--- src/sv/assert_macros.svh ---
// Assertion helpers shared by the RTL.
`ifndef ASSERT_MACROS_SVH
`define ASSERT_MACROS_SVH

`ifndef SYNTH

`define ASSERT_CLK(lbl, clk, rst_n, prop, msg) \
    lbl: assert property (@(posedge clk) disable iff (!(rst_n)) (prop)) else $error(msg);

`define ASSERT_NEVER(lbl, clk, rst_n, expr, msg) \
    lbl: assert property (@(posedge clk) disable iff (!(rst_n)) !(expr)) else $error(msg);

`else

`define ASSERT_CLK(lbl, clk, rst_n, prop, msg)

`define ASSERT_NEVER(lbl, clk, rst_n, expr, msg)

`endif

`endif

--- src/sv/tspfr_pkg.sv ---
package tspfr_pkg;

    localparam int PidEntries = 8192;
    localparam int NumOutputs = 16;
    localparam int PidW       = $clog2(PidEntries);
    localparam int QDepth     = 2;

    localparam logic [7:0]      SYNC_BYTE = 8'h47;
    localparam logic [PidW-1:0] PID_NULL  = 13'h1FFF;
    localparam logic [PidW-1:0] PID_PAT   = 13'h0000;
    localparam logic [PidW-1:0] PID_SDT   = 13'h0011;
    localparam logic [PidW-1:0] PID_EIT   = 13'h0012;

    localparam logic [1:0] REQ_HDR   = 2'd0;
    localparam logic [1:0] REQ_WRITE = 2'd1;
    localparam logic [1:0] REQ_CLEAR = 2'd2;

    typedef enum logic [2:0] {
        ACT_BAD_SYNC = 3'd0,
        ACT_NULL     = 3'd1,
        ACT_PSI      = 3'd2,
        ACT_UNROUTED = 3'd3,
        ACT_FORWARD  = 3'd4,
        ACT_TABLE    = 3'd5
    } t_act;

    typedef enum logic [1:0] {
        OP_HDR    = 2'd0,
        OP_DIRECT = 2'd1,
        OP_WRITE  = 2'd2,
        OP_CLEAR  = 2'd3
    } t_op;

    typedef enum logic [1:0] {
        ST_CLEAR = 2'd0,
        ST_IDLE  = 2'd1,
        ST_EXEC  = 2'd2
    } t_state;

    typedef struct packed {
        logic [3:0]      cc;
        logic            psi;
        logic            routed;
        logic [3:0]      oidx;
        logic [PidW-1:0] new_pid;
    } t_entry;

    typedef struct packed {
        t_op             op;
        t_act            act;
        logic [31:0]     hdr;
        logic [PidW-1:0] wpid;
        t_entry          went;
    } t_qitem;

    typedef struct packed {
        t_act        act;
        logic [31:0] hdr;
        logic [3:0]  idx;
    } t_result;

    typedef struct packed {
        logic full;
        logic empty;
    } t_q_stat;

    typedef struct packed {
        logic sweeping;
    } t_back_stat;

endpackage

--- src/sv/tspfr_queue.sv ---
module tspfr_queue (
    input  logic               i_clk,
    input  logic               i_rst_n,
    input  logic               i_push,
    input  tspfr_pkg::t_qitem  i_item,
    input  logic               i_pop,
    output tspfr_pkg::t_qitem  o_item,
    output tspfr_pkg::t_q_stat o_stat
);
    import tspfr_pkg::*;

    localparam int PtrW = $clog2(QDepth);
    localparam int CntW = $clog2(QDepth + 1);

    t_qitem          r_buf [QDepth];
    logic [PtrW-1:0] r_wptr, r_rptr;
    logic [CntW-1:0] r_cnt;

    assign o_item       = r_buf[r_rptr];
    assign o_stat.full  = (r_cnt == CntW'(QDepth));
    assign o_stat.empty = (r_cnt == '0);

    always_ff @(posedge i_clk) begin
        if (!i_rst_n) begin
            r_wptr <= '0;
            r_rptr <= '0;
            r_cnt  <= '0;
        end else begin
            if (i_push) begin
                r_wptr <= (r_wptr == PtrW'(QDepth - 1)) ? '0 : r_wptr + 1'b1;
            end
            if (i_pop) begin
                r_rptr <= (r_rptr == PtrW'(QDepth - 1)) ? '0 : r_rptr + 1'b1;
            end
            if (i_push && !i_pop) begin
                r_cnt <= r_cnt + 1'b1;
            end else if (i_pop && !i_push) begin
                r_cnt <= r_cnt - 1'b1;
            end
        end
    end

    always_ff @(posedge i_clk) begin
        if (i_push) begin
            r_buf[r_wptr] <= i_item;
        end
    end

endmodule

--- config.mk ---
export PLATFORM = sky130hd
export DESIGN_NAME = tspfr_queue
export DESIGN_NICKNAME = d
export VERILOG_FILES = /design/src/sv/assert_macros.svh /design/src/sv/tspfr_pkg.sv /design/src/sv/tspfr_queue.sv
export SDC_FILE = /design/constraint.sdc
export NUM_CORES = 1
export LEC_CHECK = 0
export BUFFER_PORTS_ARGS = -buffer_cell sky130_fd_sc_hd__buf_2
export CORE_MARGIN = 2
export CORE_UTILIZATION = 40
export CTS_CLUSTER_DIAMETER = 200
export CTS_CLUSTER_SIZE = 10
export DETAILED_ROUTE_END_ITERATION = 10
export PLACE_DENSITY = 0.68
export SYNTH_ARGS = -nofsm -noshare
export SYNTH_HDL_FRONTEND = slang
export SYNTH_SLANG_ARGS = --single-unit
--- constraint.sdc ---
create_clock -name i_clk -period 5.3 [get_ports i_clk]
set_input_delay 0.265 -clock i_clk [delete_from_list [all_inputs] [get_ports i_clk]]
set_output_delay 0.265 -clock i_clk [all_outputs]
set_load 0.005 [all_outputs]
-- Yosys cells after proc, flatten, opt, wreduce, memory -nomap -nowiden
Memories as Yosys holds them, arrays and structs flattened. A register that Yosys moved wholly into a read port is not among the register bits.
Cells that the tools add are included.
- add/sub/neg operators: 4
- $mul: 0
- divide/modulo/power cells: 0
- $lt $le $gt $ge: 0
- eq/ne operators: 1
- shift operators: 0
- muxes and demuxes: 8
- bitwise operators: 0
- reductions and logical operators: 6
- operator list (kind ; number):
    $mux 1 ; 6
    $mux 2 ; 2
    $add 1x1->1 const B ; 2
    $add 2x1->2 const B ; 1
    $eq 2x2->1 const B ; 1
    $logic_and 1x1->1 ; 2
    $logic_not 1->1 ; 2
    $logic_not 2->1 ; 1
    $reduce_bool 2->1 ; 1
    $sub 2x1->2 const B ; 1
- flip-flop bits (word level): 4
- bits in latches: 0
- RAM bits: 146
- ROM bits: 0
- input port bits: 77
- output and inout port bits: 75
- logic and storage cells: 23
- memories: 1
- memory list (name ; words ; width ; rd ports ; clocked after Yosys merged registers in ; wr ports ; line ; source):
    r_buf ; 2 ; 73 ; 1 ; 1 ; 1 ; tspfr_queue.sv:15 ; t_qitem r_buf [QDepth];

-- Logic depth before layout (Yosys ltp)
- depth in word-level cells: 4
- gate-level depth with buffers: 5
- gate-level depth less buffers: 5

-- Least setup slack after synthesis
Ideal clock, no wire load.
- path kind: register -> register
- from: register r_wptr
- to: memory r_buf[0][0] in the netlist's numbering, enable pin
- library setup time: 0.514 ns
- arrival time: 3.566 ns
- required time: 4.786 ns
- path slack: 1.220 ns
- stages on the path, launching flop included: 2
- buffers on the path: 0
- clock period less this slack: 4.080 ns
- cell sequence: dfxtp_1 nor2b_1
- RTL lines (element ; line ; source):
    from (decl) ; tspfr_queue.sv:16 ; logic [PtrW-1:0] r_wptr, r_rptr;
    from (signal assigned) ; tspfr_queue.sv:30 ; r_wptr <= (r_wptr == PtrW'(QDepth - 1)) ? '0 : r_wptr + 1'b1;
    to (decl) ; tspfr_queue.sv:15 ;
Straight into the memory's write port.

==> flow_summary.yaml <==
routing:
  vias: 2776
  drt-pass1-iter-count: 4
  drtAntennaViolNets: 0
  drc_errors: 0
  drt_iter0_drc: 173
  wl_per_cell_um: 16.0
  viasPerCell: 4.61
  drt_wl_total_um: 9630
sta:
  hold_violations: 0
  max-slew-margin-rel: 0.280
  fin_worst_hold_slack_ns: 0.0355
  fmax_mhz: 435
  setup_viol: 0
  setup_slack_ns: 3.00
  rsz0062_at_grt: "no"
  min_period_over_period: 0.434
  final_max_slew_viol_count: 0
  fin_skew_ns: 0.00573
  tightest_slew_ns: 1.08
  layout_min_cycle_time_ns: 2.30
  setup_tns_ns: 0
global_routing:
  antenna_found_initial: 0
  grt_max_degree: 74
  grt.total_usage: 0.132
  grt_pass1_wl_um: 14200
  grt_overflow: 0
  grt_pass1_vias: 2831
clock_network:
  cts_buffers: 17
  cts_setup_buffers: 0
  cts_resized: 0
  cts_num_sinks: 151
  h-tree-depth: 4
  clock_path_buffers: 2
  cts_tree: "done"
  worstSkewPairLatency_ns: 0.41
  clkTransAtPathRegs_ns: 0.06
  hold_buffers: 0
  cts-root-buf: "clkbuf_16"
critical_path:
  worstSetupEndpointType: "output pin"
  path_buf_inv: 1
  cp_cell_sequence: "mux2_2 > buf_2"
  cpLargestDelayFamily: "flip-flops"
  crit_path_start_kind: "register"
  critPathMaxStageDelay_ns: 0.94
  arrival_ns: 2.04
  slowest_stage: "dfxtp_4"
  regToRegSetupSlack_ns: 3.11
  crit_type: "reg -> out"
  crit_required_ns: 5.04
  critical_path.max_fanout: 73
floorplan:
  die_y_um: 121
  pin_count: 152
  core_area_mm2: 0.0133
  fp-row-count: 42
  initial_utilization: 0.413
  die_w_um: 121
  die_area_mm2: 0.0147
power_and_ir_drop:
  peakVddDrop_v: 0.000260
  p_per_area_mw_per_mm2: 411
  finalPower_mw: 2.90
  leakagePower_nw: 2.66
min_path:
  min_path_type: "in -> reg"
place:
  detailed_place_hpwl_um: 5950
  port_buffers: 151
  dpl.cell_count: 569
  globalplace.congestion: 0.681
  preCtsSetupSlack_ns: 2.99
  postPlaceCellArea_mm2: 0.00642
synthesis:
  synth.top_cell.area_share: 0.795
  yosys_register_bits: 151
  yosys_warnings: 0
  syn_nets: 327
  netlist_top_cells_area: "edfxtp_1 80%, mux2_2 15%, dfxtp_1 1.8%"
  synth.avg_cell_area_um2: 22.1
  seq_area_frac_synth: 0.814
  synth_cells: 249
  syn-cell-area_mm2: 0.00551
  synth_cell_types: 17
  yosysTopAreaCell: "edfxtp_1"
finish:
  nFillCells: 1105
  drive_gt1_frac: 0.607
  nets: 490
  fin_area_mm2: 0.00706
  fin_util: 0.529
  fin_cells: 602
  syn2layout_area_growth_pct: 28.1
flow_run:
  maxCapViolCount: 0
status:
  outcome: "finished, final reports clean"
layout make-up:
class	instances	area, um2	area share
tap	176	220	0.0312
antenna	1	2.50	0.000354
multi-input combinational	89	947	0.134
clock buffer	24	492	0.0696
clock inverter	8	145	0.0206
sequential	151	4490	0.636
timing repair buffer	152	763	0.108
inverter	1	3.75	0.000532
Yosys cell counts, drive strengths merged:
cell type  number
buf             8
inv             1
mux2           73
dfxtp           5
edfxtp        146
o21ai           1
and2b           1
and2            4
a21boi          1
ha              1
nor2            1
xor2            2
or3             1
nor2b           2
o21a            1
xnor2           1
where the power goes:
part | internal [mW] | switching (mW) | total, mW | leakage (nW)
Sequential | 1.38 | 0.0365 | 1.42 | 1.41
Clock | 0.836 | 0.431 | 1.27 | 0.306
Combinational | 0.124 | 0.0926 | 0.216 | 0.936
Total | 2.34 | 0.560 | 2.90 | 2.66
kinds of logic (layout without fill, tap and decap cells):
group           Yosys count  count (layout)  share of synthesized area
compound gates            3               3                    0.00363
xor+xnor                  3               3                    0.00477
fa+ha+maj                 1               1                    0.00227
buf+inv                   9             185                     0.0163
flops                   151             151                      0.814
mux                      73              73                      0.149
other cells               0               1                          0
simple gates              9               9                     0.0102
placed cells by master (no fill, tap or decap), types with 2 or more instances in the layout:
master,n
clkbuf_1,3
buf_2,151
dfxtp_1,4
clkinvlp_4,2
clkinv_2,2
edfxtp_1,146
mux2_2,73
clkbuf_8,4
xor2_1,2
and2_1,3
clkbuf_16,17
bufinv_16,4
worst register-to-register path: cells and delay by family, from the launching register on:
family / cells / cell delay [ns]
flip-flops: 1 / 0.35
buffers and inverters: 1 / 0.62
AND/OR/NAND/NOR: 1 / 0.84
sequential cells by signal, summed over array words and instances (netlist names), named ones only:
| signal | count |
|---|---|
| r_rptr | 1 |
| r_wptr | 1 |
| r_buf | 146 |
| r_cnt | 2 |
path summary, 6_finish.rpt:
kind                   start            to  depth (start not counted)
setup / recovery    register     o_item[5]                          2
hold reg to reg     r_cnt[1]      r_cnt[1]                          2
setup reg to reg      r_wptr   r_buf[0][7]                          2
hold / removal    i_item[25]  r_buf[1][25]                          1
metal layers:
| metal | up-vias | routed length, um | GRT usage |
|---|---|---|---|
| met2 | 98 | 4810 | 0.216 |
| met3 | 17 | 738 | 0.0517 |
| li1 | 1311 | - | - |
| met4 | 0 | 199 | 0.0690 |
| met5 | - | 0 | 0 |
| met1 | 1350 | 3880 | 0.151 |
Note: power is estimated with default switching activity, not from simulation.
