===== src/sv/assert_macros.svh =====
// Assertion helpers shared by the RTL.
`ifndef ASSERT_MACROS_SVH
`define ASSERT_MACROS_SVH

`ifndef SYNTH

`define ASSERT_CLK(lbl, clk, rst_n, prop, msg) \
    lbl: assert property (@(posedge clk) disable iff (!(rst_n)) (prop)) else $error(msg);

`define ASSERT_NEVER(lbl, clk, rst_n, expr, msg) \
    lbl: assert property (@(posedge clk) disable iff (!(rst_n)) !(expr)) else $error(msg);

`else

`define ASSERT_CLK(lbl, clk, rst_n, prop, msg)

`define ASSERT_NEVER(lbl, clk, rst_n, expr, msg)

`endif

`endif


===== src/sv/tspfr_pkg.sv =====
package tspfr_pkg;

    localparam int PidEntries = 8192;
    localparam int NumOutputs = 16;
    localparam int PidW       = $clog2(PidEntries);
    localparam int QDepth     = 2;

    localparam logic [7:0]      SYNC_BYTE = 8'h47;
    localparam logic [PidW-1:0] PID_NULL  = 13'h1FFF;
    localparam logic [PidW-1:0] PID_PAT   = 13'h0000;
    localparam logic [PidW-1:0] PID_SDT   = 13'h0011;
    localparam logic [PidW-1:0] PID_EIT   = 13'h0012;

    localparam logic [1:0] REQ_HDR   = 2'd0;
    localparam logic [1:0] REQ_WRITE = 2'd1;
    localparam logic [1:0] REQ_CLEAR = 2'd2;

    typedef enum logic [2:0] {
        ACT_BAD_SYNC = 3'd0,
        ACT_NULL     = 3'd1,
        ACT_PSI      = 3'd2,
        ACT_UNROUTED = 3'd3,
        ACT_FORWARD  = 3'd4,
        ACT_TABLE    = 3'd5
    } t_act;

    typedef enum logic [1:0] {
        OP_HDR    = 2'd0,
        OP_DIRECT = 2'd1,
        OP_WRITE  = 2'd2,
        OP_CLEAR  = 2'd3
    } t_op;

    typedef enum logic [1:0] {
        ST_CLEAR = 2'd0,
        ST_IDLE  = 2'd1,
        ST_EXEC  = 2'd2
    } t_state;

    typedef struct packed {
        logic [3:0]      cc;
        logic            psi;
        logic            routed;
        logic [3:0]      oidx;
        logic [PidW-1:0] new_pid;
    } t_entry;

    typedef struct packed {
        t_op             op;
        t_act            act;
        logic [31:0]     hdr;
        logic [PidW-1:0] wpid;
        t_entry          went;
    } t_qitem;

    typedef struct packed {
        t_act        act;
        logic [31:0] hdr;
        logic [3:0]  idx;
    } t_result;

    typedef struct packed {
        logic full;
        logic empty;
    } t_q_stat;

    typedef struct packed {
        logic sweeping;
    } t_back_stat;

endpackage


===== src/sv/tspfr_front.sv =====
module tspfr_front (
    input  logic                  i_valid,
    output logic                  o_ready,
    input  logic [1:0]            i_req,
    input  logic [63:0]           i_data,
    input  tspfr_pkg::t_q_stat    i_q_stat,
    input  tspfr_pkg::t_back_stat i_back_stat,
    output logic                  o_push,
    output tspfr_pkg::t_qitem     o_item
);
    import tspfr_pkg::*;

    logic [31:0]     hdr;
    logic [PidW-1:0] pid;
    logic            known;

    assign hdr     = i_data[31:0];
    assign pid     = hdr[20:8];
    assign o_ready = !i_q_stat.full && !i_back_stat.sweeping;

    always_comb begin
        o_item              = '0;
        o_item.hdr          = hdr;
        o_item.wpid         = i_data[44:32];
        o_item.went.routed  = i_data[45];
        o_item.went.oidx    = i_data[49:46];
        o_item.went.new_pid = i_data[62:50];
        o_item.went.psi     = i_data[63];
        o_item.op           = OP_HDR;
        o_item.act          = ACT_BAD_SYNC;
        known               = 1'b1;
        unique case (i_req)
            REQ_HDR: begin
                if (hdr[31:24] != SYNC_BYTE) begin
                    o_item.op  = OP_DIRECT;
                    o_item.act = ACT_BAD_SYNC;
                end else if (pid == PID_NULL) begin
                    o_item.op  = OP_DIRECT;
                    o_item.act = ACT_NULL;
                end else if (pid == PID_PAT || pid == PID_SDT || pid == PID_EIT) begin
                    o_item.op  = OP_DIRECT;
                    o_item.act = ACT_PSI;
                end else begin
                    o_item.op  = OP_HDR;
                end
            end
            REQ_WRITE: begin
                o_item.op  = OP_WRITE;
                o_item.act = ACT_TABLE;
            end
            REQ_CLEAR: begin
                o_item.op  = OP_CLEAR;
                o_item.act = ACT_TABLE;
            end
            default: known = 1'b0;
        endcase
    end

    // unknown request types are consumed and produce nothing
    assign o_push = i_valid && o_ready && known;

endmodule


===== config.mk =====
export PLATFORM = sky130hd
export DESIGN_NAME = tspfr_front
export DESIGN_NICKNAME = d
export VERILOG_FILES = /design/src/sv/assert_macros.svh /design/src/sv/tspfr_pkg.sv /design/src/sv/tspfr_front.sv
export SDC_FILE = /design/constraint.sdc
export NUM_CORES = 1
export LEC_CHECK = 0
export ABC_AREA = 1
export BUFFER_PORTS_ARGS = -buffer_cell sky130_fd_sc_hd__buf_2
export CAP_MARGIN = 30
export CORE_AREA = 2 2 57 59
export DETAILED_ROUTE_END_ITERATION = 10
export DIE_AREA = 0 0 59 61
export PLACE_DENSITY_LB_ADDON = 0.15
export SLEW_MARGIN = 20
export SYNTH_ARGS = -nofsm -noshare
export SYNTH_HDL_FRONTEND = slang
export SYNTH_SLANG_ARGS = --single-unit

===== constraint.sdc =====
create_clock -name vclk -period 0.89
set_clock_uncertainty 0.1 [all_clocks]
set_input_delay 0.0445 -clock vclk [all_inputs]
set_output_delay 0.0445 -clock vclk [all_outputs]
set_load 0.01 [all_outputs]

Word level (Yosys, flattened, before mapping)
Index checks and enable logic that the tools add are counted.
{"block": "classes", "mux": 6, "n_reduce_logical": 10, "eq_ne": 6}
{"op": "13-bit by 5-bit == test with 1-bit output, second input constant", "n": 2}
{"op": "5-bit case mux with 3 select lines", "n": 1}
{"op": "13-bit == test, second input constant", "n": 1}
{"op": "13-bit logical NOT", "n": 1}
{"op": "4-bit 2-to-1 mux", "n": 2}
{"op": "8-bit by 7-bit != test with 1-bit output, second input constant", "n": 1}
{"op": "1-bit logical AND", "n": 3}
{"op": "3-bit OR reduction", "n": 1}
{"op": "2-bit by 1-bit == test with 1-bit output, second input constant", "n": 1}
{"op": "2-bit == test, second input constant", "n": 1}
{"op": "1-bit logical NOT", "n": 2}
{"op": "2-bit logical NOT", "n": 1}
{"op": "1-bit logical OR", "n": 2}
{"op": "1-bit 2-to-1 mux", "n": 2}
{"op": "2-bit 2-to-1 mux", "n": 1}
{"block": "totals", "inputBits": 70, "output_inout_bits": 75, "wordCells": 22, "reg_bits": 0}

Longest topological paths before layout
Gate-level depths: netlist of the first run.
{"block": "logic_depth", "depth_word": 7, "depth_mapped": 8, "depth_no_buf": 8}

Worst setup path after synthesis of the first run
No wires, ideal clock.
{"block": "synth_timing", "path_kind": "input-to-output", "start": "input port i_req[0]", "end": "output port o_item[69] (netlist bit)", "slack_ps": -69, "path_buffers": 0, "required_time_ps": 745, "stages": 6, "arrival_ps": 814, "path_cell_list": "ha_1 inv_1 nand2_1 nor3_1 o21ai_0 nor2_1"}
{"item": "start: declaration", "line": "tspfr_front.sv:4", "rtl": "input logic [1:0] i_req,"}
{"item": "end: declaration", "line": "tspfr_front.sv:9", "rtl": "output tspfr_pkg::t_qitem o_item"}

==> impl_metrics.json, run 1 <==
{
  "yosys.area.top_type_share_pct": 62.0,
  "cp_max_fo": 4,
  "switching_share_pct": 47.3,
  "antenna_found_initial": 0,
  "fin_area_um2": 1210,
  "drv_cap": 0,
  "die_area_um2": 3600,
  "die_width_um": 59,
  "powerDensity_nw_per_um2": 457,
  "io_pins": 145,
  "grt_overflow_total": 0,
  "p_leak_uw": 0.000635,
  "n_sequential_cell": 0,
  "ys_warn_count": 0,
  "final_common_cell": "buf_2",
  "rows": 20,
  "power_frac_clock_pct": 0,
  "setup_violations": 3,
  "final_cell_mix": "47 x buf_2, 43 x dlygate4sd3_1, 24 x nand2_1",
  "gp_congestion": 0.697,
  "grt_usage_pct": 9.26,
  "ys_types": 12,
  "portBuffers": 54,
  "synth_area_leader_cell": "buf_4",
  "netlist_area_um2": 836,
  "wirelength_mm": 2.20,
  "dp_hpwl_mm": 1.51,
  "vias_per_cell": 4.08,
  "initial_core_util_pct": 28.3,
  "worstPathArrival_ns": 0.91,
  "syn_to_final_growth_pct": 44.6,
  "worstSetupPathType": "in -> out",
  "diodes": 0,
  "pwr-share-seq_pct": 0,
  "timing.fmax_mhz": 948,
  "status": "finished, violations left",
  "core_area_um2": 2950,
  "hp-class": "in -> out",
  "netlist_instances": 143,
  "violations": "setup timing",
  "hold_viol": 0,
  "dp_slack_ns": -0.208,
  "period_minus_slack_ns": 1.05,
  "wl_per_cell_um": 10.3,
  "combPwrFrac_pct": 100.0,
  "drtIter0Drc": 12,
  "nNetsFinal": 254,
  "drv_slew": 0,
  "peakVddDrop_v": 0.000181,
  "drc": 0,
  "syn_area_per_cell_um2": 5.84,
  "fin_ws_ns": -0.165,
  "critical_path.endpoint_type": "output pin",
  "nClkBuffers": 0,
  "placed_cell_area_um2": 676,
  "synth-seq-area-share_pct": 0,
  "period_share_pct": 119,
  "cp-start-kind": "input pin",
  "critical_path_required_ns": 0.75,
  "die_y_um": 61,
  "rsz0062_at_grt": "yes",
  "p_int_uw": 291,
  "seqCellArea_um2": 0,
  "netlist_top_cells_area": "buf_4 62%, nand2_1 12%, nor2_1 8.5%",
  "drive_above_1_share_pct": 39.4,
  "grt_max_degree": 6,
  "ant_nets": 0,
  "drt_pass1_iterations": 4,
  "grt_pass1_vias": 687,
  "power_switching_uw": 261,
  "grt_first_pass_wirelength_mm": 2.74,
  "num_vias": 868
}
## critical path, cell delays in order
cell,delay (ns)
buf_8,0.11
ha_4,0.15
inv_2,0.05
nand2_2,0.06
nor3_4,0.18
o21ai_1,0.08
nor2_1,0.09
buf_2,0.14
## logic make-up (layout without fill, tap and decap cells)
logic type	Yosys count	count (layout)	share of synthesized area, %
other cells	1	4	0.449
buf+inv	81	115	67.4
fa+ha+maj	2	2	2.99
simple gates	58	58	28.6
compound gates	1	1	0.598
## cell usage after synthesis
master / instances
buf_4: 69
or2_0: 1
conb_1: 1
nor3_1: 3
nand2_1: 26
o21ai_0: 1
inv_1: 12
nand4_1: 2
or2_1: 1
nand3_1: 6
ha_1: 2
nor2_1: 19
## through the flow
| step | hold slack (ns) | cells | total power, uW | setup TNS, ns | util, % |
|---|---|---|---|---|---|
| floorplan | 0.0391 | 146 | 400 | 0 | - |
| global placement | -0.0109 | 168 | 289 | -0.466 | 22.9 |
| detailed placement | -0.0109 | 168 | 291 | -0.528 | 22.9 |
| CTS | 0.174 | 213 | 545 | -0.380 | 40.3 |
| global route | 0.180 | 213 | 598 | -0.615 | 40.9 |
| finish | 0.174 | 213 | 552 | -0.398 | 40.9 |
## metal layers
metal	GRT usage [%]	vias up	wire length (um)	part of all wire (%)
met5	0	-	0	0
met4	0	0	0	0
met3	0.640	0	242	11
met2	20.6	73	1240	57
met1	9.73	360	714	32
li1	-	435	-	-
## final cells by class
class,instances,area [um2]
fillers,316,1740
inverters,12,45.0
multi-input cells,65,333
well taps,33,41.3
repair buffers,103,790
## what timing repair did
action,4_1_cts,5_1_grt
buffers inserted,2,0
setup endpoints to repair,3,4
hold endpoints to repair,43,0
gates resized for setup,18,5
pin swaps,8,5
cloned,0,0
hold buffers,43,0
## path summary, 6_finish.rpt
kind | depth (start not counted) | startpoint | slack [ns] | to
worst max-delay path | 8 | i_req[1] | -0.16 | o_item[69]
worst min-delay path | 2 | i_data[28] | 0.17 | o_item[64]
## power by group through the flow
| stage | Sequential (uW) | Combinational, uW | Clock [uW] |
|---|---|---|---|
| final | 0 | 552 | 0 |
| after detailed placement | 0 | 291 | 0 |
| after global routing | 0 | 598 | 0 |
| after global placement | 0 | 289 | 0 |
| after CTS | 0 | 545 | 0 |
| after floorplan | 0 | 400 | 0 |
Note: power is estimated with default switching activity, not from simulation.
==> inputs of run 2 (changes only) <==
--- a/config.mk
+++ b/config.mk
@@ -8,9 +8,9 @@
 export ABC_AREA = 1
 export BUFFER_PORTS_ARGS = -buffer_cell sky130_fd_sc_hd__buf_2
 export CAP_MARGIN = 30
-export CORE_AREA = 2 2 57 59
+export CORE_MARGIN = 4
+export CORE_UTILIZATION = 29
 export DETAILED_ROUTE_END_ITERATION = 10
-export DIE_AREA = 0 0 59 61
 export PLACE_DENSITY_LB_ADDON = 0.15
 export SLEW_MARGIN = 20
 export SYNTH_ARGS = -nofsm -noshare
==> constraint.sdc (replaced) <==
create_clock -name vclk -period 1.1
set_clock_uncertainty 0.1 [all_clocks]
set_input_delay 0.055 -clock vclk [all_inputs]
set_output_delay 0.055 -clock vclk [all_outputs]
set_load 0.01 [all_outputs]
==> run 2 against run 1 <==
The run now ends clean. Sequential share of layout area did not move. Global-route usage shrank 1.2 points. Die area rose by 5.7%. Utilization is 15 points lower. Power is 56% lower. Count of clock-buffer cells in the layout unchanged. Worst hold slack worse by 0.16 ns. Cell count decreased by 23%. First-iteration DRC count is 58% higher. Critical path type unchanged. Critical endpoint is now o_item[71]. Largest power group unchanged.
==> impl_metrics.json, run 2 (synthesis gave the netlist of run 1 again) <==
{
  "n_sequential_cell": 0,
  "initial_core_util_pct": 30.3,
  "drv_slew": 0,
  "use_met2_pct": 13.8,
  "powerDensity_nw_per_um2": 347,
  "gp_congestion": 0.691,
  "peakVddDrop_v": 0.000116,
  "num_vias": 673,
  "final_cell_mix": "50 x buf_2, 25 x nand2_1, 19 x nor2_1",
  "post-route-util_pct": 25.6,
  "die_width_um": 61.7,
  "portBuffers": 54,
  "critical_path.endpoint_type": "output pin",
  "worstPathArrival_ns": 0.90,
  "rows": 19,
  "wl_per_cell_um": 11.5,
  "period_share_pct": 96.2,
  "setup_violations": 0,
  "nNetsFinal": 206,
  "grt_pass1_vias": 561,
  "grtUsageMet3_pct": 2.73,
  "critical_path_required_ns": 0.94,
  "diodes": 0,
  "dp_hpwl_mm": 1.72,
  "placed_cell_area_um2": 646,
  "grt_max_degree": 6,
  "timing.fmax_mhz": 945,
  "finalSetupTns_ns": 0,
  "nClkBuffers": 0,
  "status": "complete, no violations",
  "drc": 0,
  "vias_per_cell": 4.13,
  "cp_max_fo": 3,
  "die_y_um": 61.7,
  "grt_first_pass_wirelength_mm": 2.44,
  "ctsHoldBuffers": 0,
  "cts_setup_buffers": 0,
  "top_usage_layer": "met2",
  "use_met1_pct": 8.25,
  "drt_pass1_iterations": 2,
  "p_leak_uw": 0.000414,
  "ant_nets": 0,
  "cp-start-kind": "input pin",
  "drtIter0Drc": 19,
  "seqCellArea_um2": 0,
  "grt_usage_pct": 8.02,
  "rsz0062_at_grt": "yes",
  "drv_cap": 0,
  "period_minus_slack_ns": 1.06,
  "drive_above_1_share_pct": 47.0,
  "grt_overflow_total": 0,
  "final_common_cell": "buf_2",
  "antenna_found_initial": 0,
  "syn_to_final_growth_pct": -15.4,
  "worstSetupPathType": "in -> out",
  "hold_viol": 0,
  "wirelength_mm": 1.88,
  "hp-class": "in -> out",
  "core_area_um2": 2760,
  "io_pins": 145,
  "die_area_um2": 3810,
  "fin_area_um2": 707
}
[run 2: area by class of cell]
type | count | area [um2]
Tap cell | 31 | 38.8
Timing Repair Buffer | 55 | 307
Fill cell | 324 | 2050
Multi-Input combinational cell | 65 | 317
Inverter | 12 | 45.0
[run 2: where the power goes]
group	total, uW	leakage, uW	switching, uW	internal, uW
Sequential	0	0	0	0
Combinational	245	0.000414	132	113
Clock	0	0	0	0
Total	245	0.000414	132	113
[run 2: through the flow]
stage / power [uW] / cells / hold WS (ns) / setup slack (ns)
finish: 245 / 163 / 0.0100 / 0.0419
global route: 279 / 163 / 0.0100 / -0.0930
CTS: 231 / 163 / 0.0101 / 0.00244
detailed placement: 228 / 163 / 0.0101 / -0.139
global placement: 227 / 163 / 0.0101 / -0.106
floorplan: 323 / 146 / 0.0601 / 0.120
[run 2: worst max-delay path, cell delays in order]
cell and delay, ns:
buf_6 0.09, or2_1 0.21, nor2_1 0.09, nand2_1 0.06, nor2_1 0.08, nand2_1 0.06, nand2_1 0.05, nand2_1 0.06
buf_2 0.14
[run 2: final timing paths]
kind,start,to,slack [ns],cells past startpoint
worst max-delay path,i_data[31],o_item[71],0.04,9
worst min-delay path,i_data[62],o_item[12],0.01,0
[run 2: what timing repair did]
| item | CTS | global route |
|---|---|---|
| resized for setup | 4 | 13 |
| setup endpoints to repair | 2 | 2 |
| pin swaps | 2 | 8 |
[run 2: layer usage]
metal / part of all wire, % / up-vias
met5: 0 / -
met4: 4.5 / 0
met3: 19 / 20
met2: 48 / 50
met1: 29 / 266
li1: - / 337
